**src/sv/rse_pkg.sv**
```systemverilog
`timescale 1ns / 1ps
// rse_pkg: shared types and constants of the rpn stack evaluator
// token codes, status codes, state encoding; no dependencies
package rse_pkg;

    localparam int WORD_W     = 32;
    localparam int DIV_STEP_W = $clog2(WORD_W);

    localparam logic [2:0] OP_PUSH = 3'd0;
    localparam logic [2:0] OP_ADD  = 3'd1;
    localparam logic [2:0] OP_SUB  = 3'd2;
    localparam logic [2:0] OP_MUL  = 3'd3;
    localparam logic [2:0] OP_DIV  = 3'd4;
    localparam logic [2:0] OP_END  = 3'd5;

    localparam logic [2:0] ST_OK        = 3'd0;
    localparam logic [2:0] ST_UNDERFLOW = 3'd1;
    localparam logic [2:0] ST_DIVZERO   = 3'd2;
    localparam logic [2:0] ST_INVALID   = 3'd3;
    localparam logic [2:0] ST_DEPTH     = 3'd4;
    localparam logic [2:0] ST_OVERFLOW  = 3'd5;

    localparam logic [3:0] DIGIT_MAX = 4'd9;

    typedef enum logic [3:0] {
        S_IDLE = 4'b0001,
        S_READ = 4'b0010,
        S_DIV  = 4'b0100,
        S_RESP = 4'b1000
    } t_state;

    typedef struct packed {
        logic busy;
        logic done;
    } t_div_stat;

endpackage

```
**src/sv/rpn_stack_evaluator_unit.sv**
```systemverilog
`timescale 1ns / 1ps
// rpn_stack_evaluator_unit: reverse polish evaluator over pre-split tokens
// uses rse_pkg, rse_stack_mem, rse_div
//
// input channel i_valid/o_ready carries one token per item (i_op, i_digit);
// output channel o_valid/i_ready carries one result item per token.
// the top of stack is held in a register, the entries below it in a
// synchronous memory with a registered read port.
// path from accept to result: push, end, error or ignored token go to S_RESP
// and the output register; add, sub, mul pass S_READ first (one memory read
// for the left operand); divide adds S_DIV for the one-bit-per-cycle divider.
// one token is in work at a time; o_ready is high while no token is in work,
// also while a finished result still waits in the output register.
// when the receiver stalls, the finished next result waits until the
// output register is taken, then o_ready rises again.
// reset empties the stack and clears the error; no clearing pass is needed.
// end token: reports result, first error or ST_DEPTH, and empties the stack.
module rpn_stack_evaluator_unit #(
    parameter int STACK_DEPTH = 64
) (
    input  logic                              i_clk,
    input  logic                              i_rst_n,
    input  logic                              i_valid,
    output logic                              o_ready,
    input  logic [2:0]                        i_op,
    input  logic [3:0]                        i_digit,
    output logic                              o_valid,
    input  logic                              i_ready,
    output logic [2:0]                        o_status,
    output logic signed [rse_pkg::WORD_W-1:0] o_top_value,
    output logic                              o_top_valid,
    output logic                              o_final_res
);
    import rse_pkg::*;

    localparam int CW = $clog2(STACK_DEPTH + 1);
    localparam int AW = $clog2(STACK_DEPTH);

    t_state            r_state, n_state;
    logic [CW-1:0]     r_count, n_count;
    logic [2:0]        r_err, n_err;
    logic [WORD_W-1:0] r_top, n_top;
    logic [2:0]        r_op, n_op;
    logic              r_fin, n_fin;
    logic [2:0]        r_end_status, n_end_status;
    logic [WORD_W-1:0] r_end_value, n_end_value;

    logic              r_out_valid, n_out_valid;
    logic [2:0]        r_out_status, n_out_status;
    logic [WORD_W-1:0] r_out_value, n_out_value;
    logic              r_out_tv, n_out_tv;
    logic              r_out_fin, n_out_fin;

    logic              in_acc;
    logic              mem_we, mem_re;
    logic [WORD_W-1:0] mem_rdata;
    logic [CW-1:0]     cnt_m1, cnt_m2;
    logic              div_start;
    t_div_stat         div_stat;
    logic [WORD_W-1:0] div_q;
    logic [WORD_W-1:0] mul_res;
    logic              live;

    assign o_ready = (r_state == S_IDLE);
    assign in_acc  = i_valid && o_ready;
    assign cnt_m1  = r_count - 1'b1;
    assign cnt_m2  = r_count - CW'(2);
    assign mul_res = mem_rdata * r_top;
    assign live    = (r_err == ST_OK) && (r_count != '0);

    rse_stack_mem #(
        .DEPTH (STACK_DEPTH),
        .AW    (AW)
    ) u_mem (
        .i_clk   (i_clk),
        .i_we    (mem_we),
        .i_waddr (cnt_m1[AW-1:0]),
        .i_wdata (r_top),
        .i_re    (mem_re),
        .i_raddr (cnt_m2[AW-1:0]),
        .o_rdata (mem_rdata)
    );

    rse_div u_div (
        .i_clk      (i_clk),
        .i_rst_n    (i_rst_n),
        .i_start    (div_start),
        .i_dividend (mem_rdata),
        .i_divisor  (r_top),
        .o_stat     (div_stat),
        .o_quotient (div_q)
    );

    always_comb begin
        n_state      = r_state;
        n_count      = r_count;
        n_err        = r_err;
        n_top        = r_top;
        n_op         = r_op;
        n_fin        = r_fin;
        n_end_status = r_end_status;
        n_end_value  = r_end_value;
        n_out_valid  = r_out_valid && !i_ready;
        n_out_status = r_out_status;
        n_out_value  = r_out_value;
        n_out_tv     = r_out_tv;
        n_out_fin    = r_out_fin;
        mem_we       = 1'b0;
        mem_re       = 1'b0;
        div_start    = 1'b0;
        case (r_state)
            S_IDLE: begin
                if (in_acc) begin
                    n_op    = i_op;
                    n_fin   = 1'b0;
                    n_state = S_RESP;
                    if (i_op == OP_END) begin
                        n_fin = 1'b1;
                        if (r_err != ST_OK) begin
                            n_end_status = r_err;
                        end else if (r_count != CW'(1)) begin
                            n_end_status = ST_DEPTH;
                        end else begin
                            n_end_status = ST_OK;
                        end
                        n_end_value = (r_err == ST_OK && r_count == CW'(1)) ? r_top : '0;
                        n_count     = '0;
                        n_err       = ST_OK;
                    end else if (r_err == ST_OK) begin
                        case (i_op)
                            OP_PUSH: begin
                                if (i_digit > DIGIT_MAX) begin
                                    n_err = ST_INVALID;
                                end else if (r_count == CW'(STACK_DEPTH)) begin
                                    n_err = ST_OVERFLOW;
                                end else begin
                                    mem_we  = (r_count != '0);
                                    n_top   = {{(WORD_W - 4){1'b0}}, i_digit};
                                    n_count = r_count + 1'b1;
                                end
                            end
                            OP_ADD, OP_SUB, OP_MUL, OP_DIV: begin
                                if (r_count < CW'(2)) begin
                                    n_err = ST_UNDERFLOW;
                                end else begin
                                    mem_re  = 1'b1;
                                    n_state = S_READ;
                                end
                            end
                            default: begin
                                n_err = ST_INVALID;
                            end
                        endcase
                    end
                end
            end
            S_READ: begin
                n_state = S_RESP;
                case (r_op)
                    OP_ADD: begin
                        n_top   = mem_rdata + r_top;
                        n_count = cnt_m1;
                    end
                    OP_SUB: begin
                        n_top   = mem_rdata - r_top;
                        n_count = cnt_m1;
                    end
                    OP_MUL: begin
                        n_top   = mul_res;
                        n_count = cnt_m1;
                    end
                    default: begin
                        if (r_top == '0) begin
                            n_err = ST_DIVZERO;
                        end else begin
                            div_start = 1'b1;
                            n_state   = S_DIV;
                        end
                    end
                endcase
            end
            S_DIV: begin
                if (div_stat.done) begin
                    n_top   = div_q;
                    n_count = cnt_m1;
                    n_state = S_RESP;
                end
            end
            S_RESP: begin
                if (!r_out_valid || i_ready) begin
                    n_out_valid = 1'b1;
                    n_out_fin   = r_fin;
                    if (r_fin) begin
                        n_out_status = r_end_status;
                        n_out_value  = r_end_value;
                        n_out_tv     = (r_end_status == ST_OK);
                    end else begin
                        n_out_status = r_err;
                        n_out_value  = live ? r_top : '0;
                        n_out_tv     = live;
                    end
                    n_state = S_IDLE;
                end
            end
            default: begin
                n_state = S_IDLE;
            end
        endcase
    end

    always_ff @(posedge i_clk) begin
        if (!i_rst_n) begin
            r_state     <= S_IDLE;
            r_count     <= '0;
            r_err       <= ST_OK;
            r_fin       <= 1'b0;
            r_out_valid <= 1'b0;
        end else begin
            r_state     <= n_state;
            r_count     <= n_count;
            r_err       <= n_err;
            r_fin       <= n_fin;
            r_out_valid <= n_out_valid;
        end
        r_top        <= n_top;
        r_op         <= n_op;
        r_end_status <= n_end_status;
        r_end_value  <= n_end_value;
        r_out_status <= n_out_status;
        r_out_value  <= n_out_value;
        r_out_tv     <= n_out_tv;
        r_out_fin    <= n_out_fin;
    end

    assign o_valid     = r_out_valid;
    assign o_status    = r_out_status;
    assign o_top_value = r_out_value;
    assign o_top_valid = r_out_tv;
    assign o_final_res = r_out_fin;

    a_count_bound: assert property (@(posedge i_clk) disable iff (!i_rst_n)
        r_count <= CW'(STACK_DEPTH))
        else $error("stack count beyond depth");

    a_valid_ok: assert property (@(posedge i_clk) disable iff (!i_rst_n)
        (o_valid && o_top_valid) |-> (o_status == ST_OK))
        else $error("top valid with error status");

    a_end_clears: assert property (@(posedge i_clk) disable iff (!i_rst_n)
        (in_acc && i_op == OP_END) |=> (r_count == '0 && r_err == ST_OK))
        else $error("end item did not clear the stack");

    a_div_active: assert property (@(posedge i_clk) disable iff (!i_rst_n)
        (r_state == S_DIV) |-> (div_stat.busy || div_stat.done))
        else $error("waiting on an idle divider");

    a_one_in_work: assert property (@(posedge i_clk) disable iff (!i_rst_n)
        in_acc |=> !o_ready)
        else $error("second item taken while one is in work");

endmodule

```
**src/sv/rse_stack_mem.sv**
```systemverilog
`timescale 1ns / 1ps
// rse_stack_mem: operand storage below the top of stack
// one write port, one registered read port; uses rse_pkg
module rse_stack_mem #(
    parameter int DEPTH = 64,
    parameter int AW    = 6
) (
    input  logic                          i_clk,
    input  logic                          i_we,
    input  logic [AW-1:0]                 i_waddr,
    input  logic [rse_pkg::WORD_W-1:0]    i_wdata,
    input  logic                          i_re,
    input  logic [AW-1:0]                 i_raddr,
    output logic [rse_pkg::WORD_W-1:0]    o_rdata
);
    import rse_pkg::*;

    logic [WORD_W-1:0] r_mem [DEPTH];
    logic [WORD_W-1:0] r_rdata;

    always_ff @(posedge i_clk) begin
        if (i_we) begin
            r_mem[i_waddr] <= i_wdata;
        end
        if (i_re) begin
            r_rdata <= r_mem[i_raddr];
        end
    end

    assign o_rdata = r_rdata;

endmodule

```
**src/sv/rse_div.sv**
```systemverilog
`timescale 1ns / 1ps
// rse_div: signed divider, truncating toward zero, one quotient bit per cycle
// restoring division on magnitudes; uses rse_pkg
module rse_div (
    input  logic                          i_clk,
    input  logic                          i_rst_n,
    input  logic                          i_start,
    input  logic [rse_pkg::WORD_W-1:0]    i_dividend,
    input  logic [rse_pkg::WORD_W-1:0]    i_divisor,
    output rse_pkg::t_div_stat            o_stat,
    output logic [rse_pkg::WORD_W-1:0]    o_quotient
);
    import rse_pkg::*;

    logic                  r_busy, n_busy;
    logic                  r_done, n_done;
    logic [DIV_STEP_W-1:0] r_step, n_step;
    logic [WORD_W-1:0]     r_rem, n_rem;
    logic [WORD_W-1:0]     r_quo, n_quo;
    logic [WORD_W-1:0]     r_den, n_den;
    logic                  r_neg, n_neg;
    logic [WORD_W:0]       shifted;
    logic [WORD_W:0]       diff;
    logic                  fits;

    assign shifted = {r_rem, r_quo[WORD_W-1]};
    assign diff    = shifted - {1'b0, r_den};
    assign fits    = !diff[WORD_W];

    always_comb begin
        n_busy = r_busy;
        n_done = 1'b0;
        n_step = r_step;
        n_rem  = r_rem;
        n_quo  = r_quo;
        n_den  = r_den;
        n_neg  = r_neg;
        if (i_start) begin
            n_busy = 1'b1;
            n_step = '0;
            n_rem  = '0;
            n_quo  = i_dividend[WORD_W-1] ? (~i_dividend + 1'b1) : i_dividend;
            n_den  = i_divisor[WORD_W-1] ? (~i_divisor + 1'b1) : i_divisor;
            n_neg  = i_dividend[WORD_W-1] ^ i_divisor[WORD_W-1];
        end else if (r_busy) begin
            n_rem  = fits ? diff[WORD_W-1:0] : shifted[WORD_W-1:0];
            n_quo  = {r_quo[WORD_W-2:0], fits};
            n_step = r_step + 1'b1;
            if (r_step == DIV_STEP_W'(WORD_W - 1)) begin
                n_busy = 1'b0;
                n_done = 1'b1;
            end
        end
    end

    always_ff @(posedge i_clk) begin
        if (!i_rst_n) begin
            r_busy <= 1'b0;
            r_done <= 1'b0;
        end else begin
            r_busy <= n_busy;
            r_done <= n_done;
        end
        r_step <= n_step;
        r_rem  <= n_rem;
        r_quo  <= n_quo;
        r_den  <= n_den;
        r_neg  <= n_neg;
    end

    assign o_stat.busy = r_busy;
    assign o_stat.done = r_done;
    assign o_quotient  = r_neg ? (~r_quo + 1'b1) : r_quo;

endmodule
```
**config.mk**
```make
export PLATFORM = sky130hd
export DESIGN_NAME = rpn_stack_evaluator_unit
export DESIGN_NICKNAME = d
export VERILOG_FILES = /design/src/sv/rse_pkg.sv /design/src/sv/rpn_stack_evaluator_unit.sv /design/src/sv/rse_stack_mem.sv /design/src/sv/rse_div.sv
export SDC_FILE = /design/constraint.sdc
export NUM_CORES = 2
export LEC_CHECK = 0
export BUFFER_PORTS_ARGS = -buffer_cell sky130_fd_sc_hd__buf_4
export CAP_MARGIN = 20
export CORE_ASPECT_RATIO = 1.75
export CORE_MARGIN = 10
export CORE_UTILIZATION = 49
export DETAILED_ROUTE_END_ITERATION = 8
export GPL_TIMING_DRIVEN = 0
export PLACE_DENSITY_LB_ADDON = 0.08
export RECOVER_POWER = 100
export SYNTH_ARGS = -nofsm -noshare
export SYNTH_HDL_FRONTEND = slang
export SYNTH_HIERARCHICAL = 1
export SYNTH_SLANG_ARGS = --single-unit
```
**constraint.sdc**
```tcl
create_clock -name i_clk -period 10.1 [get_ports i_clk]
set_clock_uncertainty 0.2 [all_clocks]
set_input_delay 0.505 -clock i_clk [delete_from_list [all_inputs] [get_ports i_clk]]
set_output_delay 0.505 -clock i_clk [all_outputs]
set_load 0.05 [all_outputs]
```
# [Word level (Yosys, flattened, before mapping)]
# Memory sizes are Yosys's and may differ from the RTL's. A register that Yosys moved wholly into a read port is not among the register bits.
# Index checks and enable logic that the tools add are counted.
[word_totals] input_bits=11 out_inout_bits=39 n_memories=1 regBits=227 mem_bits_rw=2048
[op_classes] reduce_logical=27 n_mul=1 add_sub_neg=10 n_mux=75 n_lt_le_gt_ge=2 eq_ne=34 bitwise=6
[mem_list] memory="u_mem.r_mem" depth=64 word_bits=32 rd=1 rd_ports_with_merged_regs=1 wr=1 line="rse_stack_mem.sv:18" rtl="logic [WORD_W-1:0] r_mem [DEPTH];"
[op_table] operator="2-to-1 mux 32 bit" count=14
[op_table] operator="case mux 32 bit (3 select lines)" count=2
[op_table] operator="adder 32 x 1 -> 32 bit (second input constant)" count=3
[op_table] operator="inverter 32 bit" count=3
[op_table] operator="2-to-1 mux 7 bit" count=8
[op_table] operator="2-to-1 mux 4 bit" count=9
[op_table] operator="2-to-1 mux 3 bit" count=11
[op_table] operator="subtractor 33 x 32 -> 33 bit" count=1
[op_table] operator="adder 32 bit" count=1
[op_table] operator="zero test 32 bit" count=1
[op_table] operator="multiplier 32 x 32 -> 32 bit" count=1
[op_table] operator="subtractor 32 bit" count=1
[op_table] operator="2-to-1 mux 31 bit" count=1
[op_table] operator="2-to-1 mux 1 bit" count=26
[op_table] operator="case mux 7 bit (3 select lines)" count=1
[op_table] operator="case mux 4 bit (4 select lines)" count=1
[op_table] operator="inequality test 2 bit (second input constant)" count=7
[op_table] operator="== test 3 x 2 -> 1 bit (second input constant)" count=4
[op_table] operator="case mux 3 bit (2 select lines)" count=2
[op_table] operator="zero test 3 bit" count=3
[op_table] operator="AND reduction 9 bit" count=1
[op_table] operator="inequality test 2 x 1 -> 1 bit (second input constant)" count=4
[op_table] operator="inequality test 4 bit (second input constant)" count=2
[op_table] operator="AND reduction 8 bit" count=1
[op_table] operator="other kinds (32)" count=47

# [Logic depth before layout (Yosys ltp)]
[depth] depth_word=10 depth_mapped=29

# [Cells and area by module]
# The synthesis kept the hierarchy.
[modules_own_cells] mod="rse_stack_mem" seq_area_each_um2=62459.9 cells_per_inst=3511 n_inst=1 area_per_inst_um2=79359.9
[modules_own_cells] mod="rpn_stack_evaluator_unit" seq_area_each_um2=3533.4 cells_per_inst=2579 n_inst=1 area_per_inst_um2=23715.2
[modules_own_cells] mod="rse_div" seq_area_each_um2=2732.6 cells_per_inst=863 n_inst=1 area_per_inst_um2=7831.3

# [Least setup slack after synthesis]
# OpenSTA, ideal clock, no wires.
[synth_path] path_kind="reg-to-reg" start="reg r_top[10]" end="reg r_top[24], data pin" arrival_time_ps=7779 slack_ps=1848 path_buffers=2 setup_time_ps=274 path_stages_with_launch=27 cell_sequence="edfxtp_1 clkbuf_1 clkbuf_1 nand2_1 fa_1 inv_1 fa_1 fa_1 inv_1 fa_1 inv_1 fa_1 fa_1 fa_1 inv_1 fa_1 inv_1 ha_1 a21o_1 a21oi_1 nor2b_1 a31oi_1 o211ai_1 a21o_1 a21oi_1 mux2i_1 o221ai_1"
[synth_via] elab_chain_cells=3
[synth_rtl] element="start: declaration" line="rpn_stack_evaluator_unit.sv:42" rtl="logic [WORD_W-1:0] r_top, n_top;"
[synth_rtl] element="start signal: assignment" line="rpn_stack_evaluator_unit.sv:225" rtl="r_top <= n_top;"
[synth_rtl] element="multiplier 32 x 32 -> 32 bit (tied with other cells)" line="rpn_stack_evaluator_unit.sv:68" rtl="assign mul_res = mem_rdata * r_top;"
[synth_rtl] element="case mux 32 bit (3 select lines) *" line="rpn_stack_evaluator_unit.sv:159" rtl="case (r_op)"
[synth_rtl] element="case mux 32 bit (3 select lines) *" line="rpn_stack_evaluator_unit.sv:111" rtl="case (r_state)"
[synth_rtl] element="via n_top[24]" line="rpn_stack_evaluator_unit.sv:42"
# The timed path passes the listed nets; every way through them passes the cells marked *.
# A chain may end at the register's enable or synchronous reset.

# [Final worst setup path]
[layout_path] start="reg r_top[10]" end="reg r_top[29], data pin"
# The elaborated chain is that of the path after synthesis.

==> impl_results.md <==
- Vias per std cell: 6.27
- Area grow syn2layout: 13.4%
- Initial Util: 49.1%
- Via count: 66,800
- Slew margin rel.: -22.9%
- Status: finished with violations
- Maximum root-to-sink buffer count: 4
- FF/Latch Area: 0.0687 mm^2
- Largest net degree at the start of global routing: 37
- Setup crit start kind: register
- Hold Crit Endpoint: u_div/r_busy
- DRT Wirelength: 394,000 um
- TritonCTS clock tree: done
- # port buffers: 49
- GP Congestion: 0.977
- Drt wl/cell: 37.0 um
- Post-CTS setup buffers: 0
- Post-route ant nets: 0
- Post-Syn Nets: 7,573
- GRT Total Usage: 31.5%
- First-pass GRT wire length: 541,000 um
- Slew Viols, Final: 261
- HP Class: in -> reg
- Worst path most repeated cell: fa_1
- Final setup violating endpoints: 0
- Hold path cells: 3
- GR Overflow Total: 0
- Worst-margin pin slew: 1.84 ns
- # fillers: 17,900
- Multi-input gate area: 0.0388 mm^2
- Row Count: 231
- Max-Cap Viols: 9
- Final min period: 9.99 ns
- R2r startpoint: r_top[10]
- R2r setup slk: 0.11 ns
- Synthesis Warnings: 6
- CTS Sinks: 2,307
- Die X: 380 um
- Syn Inst Count: 6,952
- Root Buffer: clkbuf_16
- H-tree Lvls: 4
- Hpwl dp: 295,000 um
- CP cell instances: clkbuf_2, clkbuf_1, nand2_1, fa_1, fa_1, fa_1, fa_1, fa_1, inv_1, fa_1, fa_1, inv_1, fa_1, inv_1, ha_1, and3_1, a21oi_1, a211oi_1, o21ai_0, a21oi_1, o21ai_0, and3_1, o21ai_0, a31oi_1
- Fin area: 0.126 mm^2
- Vias in the first global route: 68,700
- Fraction of layout cells with a size suffix above 1: 15.8%
- Fin crit share: 98.9%
- Die area: 0.247 mm^2
- Initial antenna violation count: 22
- WP data arrival: 10.43 ns
- Worst endpoint required time: 10.54 ns
- TritonCTS Buffers: 211
- Iter 0 DRT Violations: 6,584
- RSZ-0062 raised after global routing: yes
- Placeable Area: 0.226 mm^2
- Nets: 8,045
- Clock latency on the worst-skew pair: 0.91 ns
- CP Capture Type: register
- R2R cell count: 24
- Mapped Avg Cell Area: 16.0 um^2
- IO Count: 50
- Reg2reg end: r_top[29]
- Fmax: 100 MHz
- Violated checks: max-capacitance violations, max-slew violations
- Critical Path Fanout Max: 10
- Critical path class: reg -> reg
- Worst path max stage delay: 0.98 ns
- Die Ht: 649 um
- DP Area: 0.120 mm^2
- Worst-path cell with the longest stage delay: edfxtp_1
- Post-Syn Area: 0.111 mm^2
- Final Hold Vio Count: 0
- Clk pin slew, worst setup/hold paths: 0.07 ns
- 1st-pass router iterations: 6
- # DRC: 0
- Hold Crit Start: i_rst_n
stage by stage:
step / util, % / hold WS, ns / std cells / TNS [ns] / setup WS, ns
floorplan: - / 0.230 / 6952 / 0 / 1.85
global placement: 51.0 / 0.273 / 10000 / -23.70 / -1.80
detailed placement: 53.2 / 0.272 / 10200 / -0.171 / -0.0912
CTS: 56.3 / 0.161 / 10600 / 0 / 0.0676
global route: 55.7 / 0.223 / 10600 / -0.00481 / -0.00481
finish: 55.7 / 0.206 / 10700 / 0 / 0.113
worst max-delay path by stage:
stage	startpoint	to	depth (start not counted)
after floorplan	r_top[10]	r_top[24]	26
after global placement	r_top[10]	r_top[29]	24
after detailed placement	r_top[10]	r_top[29]	24
after CTS	r_top[20]	r_top[29]	27
after global routing	r_top[10]	r_top[29]	24
final	r_top[10]	r_top[29]	24
placed cells by master (no fill, tap or decap), types with 34 or more instances in the layout:
master     count
o22ai_1       47
mux4_2       446
buf_4         85
clkbuf_16    214
inv_1        507
fa_1         410
buf_6         34
a211oi_1      64
nor2_4        66
and2_1       341
nand3_1       70
a22oi_1      146
nand2_1      349
buf_16        45
diode_2       44
buf_2         63
o21ai_0      133
nand2b_1      40
xor2_1        86
buf_12        75
a31oi_1       40
clkbuf_1     335
xnor2_1      174
clkinv_1      43
a22o_1        48
ha_1         200
nor2_1       191
a21oi_1      167
dfxtp_1       55
edfxtp_1    2252
mux2i_1      224
nor3_1        40
worst max-delay path: cells and delay by family, from the launching register on:
| family | cells | cell delay (ns) |
|---|---|---|
| AO/OA/AOI/OAI | 7 | 1.46 |
| adder cells (fa/ha/maj) | 9 | 4.61 |
| buffers and inverters | 5 | 1.75 |
| flip-flops | 1 | 0.98 |
| AND/OR/NAND/NOR | 3 | 0.68 |
layer usage:
metal  wire (um)  GRT usage, %  vias up
met5          11             0        -
met4       45500          28.7        2
met3       24800          4.80     1211
met2      201000          55.3     3240
met1      123000          32.3    35200
li1            -             -    27100
flip-flops by register name, summed over array words and instances (netlist names), 3 cells and up:
signal and flops:
o_status 3, o_top_value 32, r_count 7, r_end_status 3
r_end_value 32, r_err 3, r_op 3, r_state 4
r_top 32, u_div/r_den 32, u_div/r_quo 32, u_div/r_rem 32
u_div/r_step 5, u_mem/o_rdata 32, u_mem/r_mem 2048
what timing repair did:
action,in CTS,in global routing
setup endpoints to repair,3,3
hold buffers,11,0
resized for setup,2,8
hold endpoints to repair,19,0
cloned,0,0
layout make-up:
type	count	share of cell area, %
Antenna cell	44	0.0876
Clock inverter	115	0.964
Timing Repair Buffer	261	2.90
Buffer	386	1.61
Inverter	507	1.51
Multi-Input combinational cell	3750	30.9
Tap cell	3029	3.01
Sequential cell	2307	54.7
Clock buffer	257	4.40
Power is left out: the tool's default activity adds up to more than one toggle a clock period on the data nets, which glitch-free logic cannot reach.
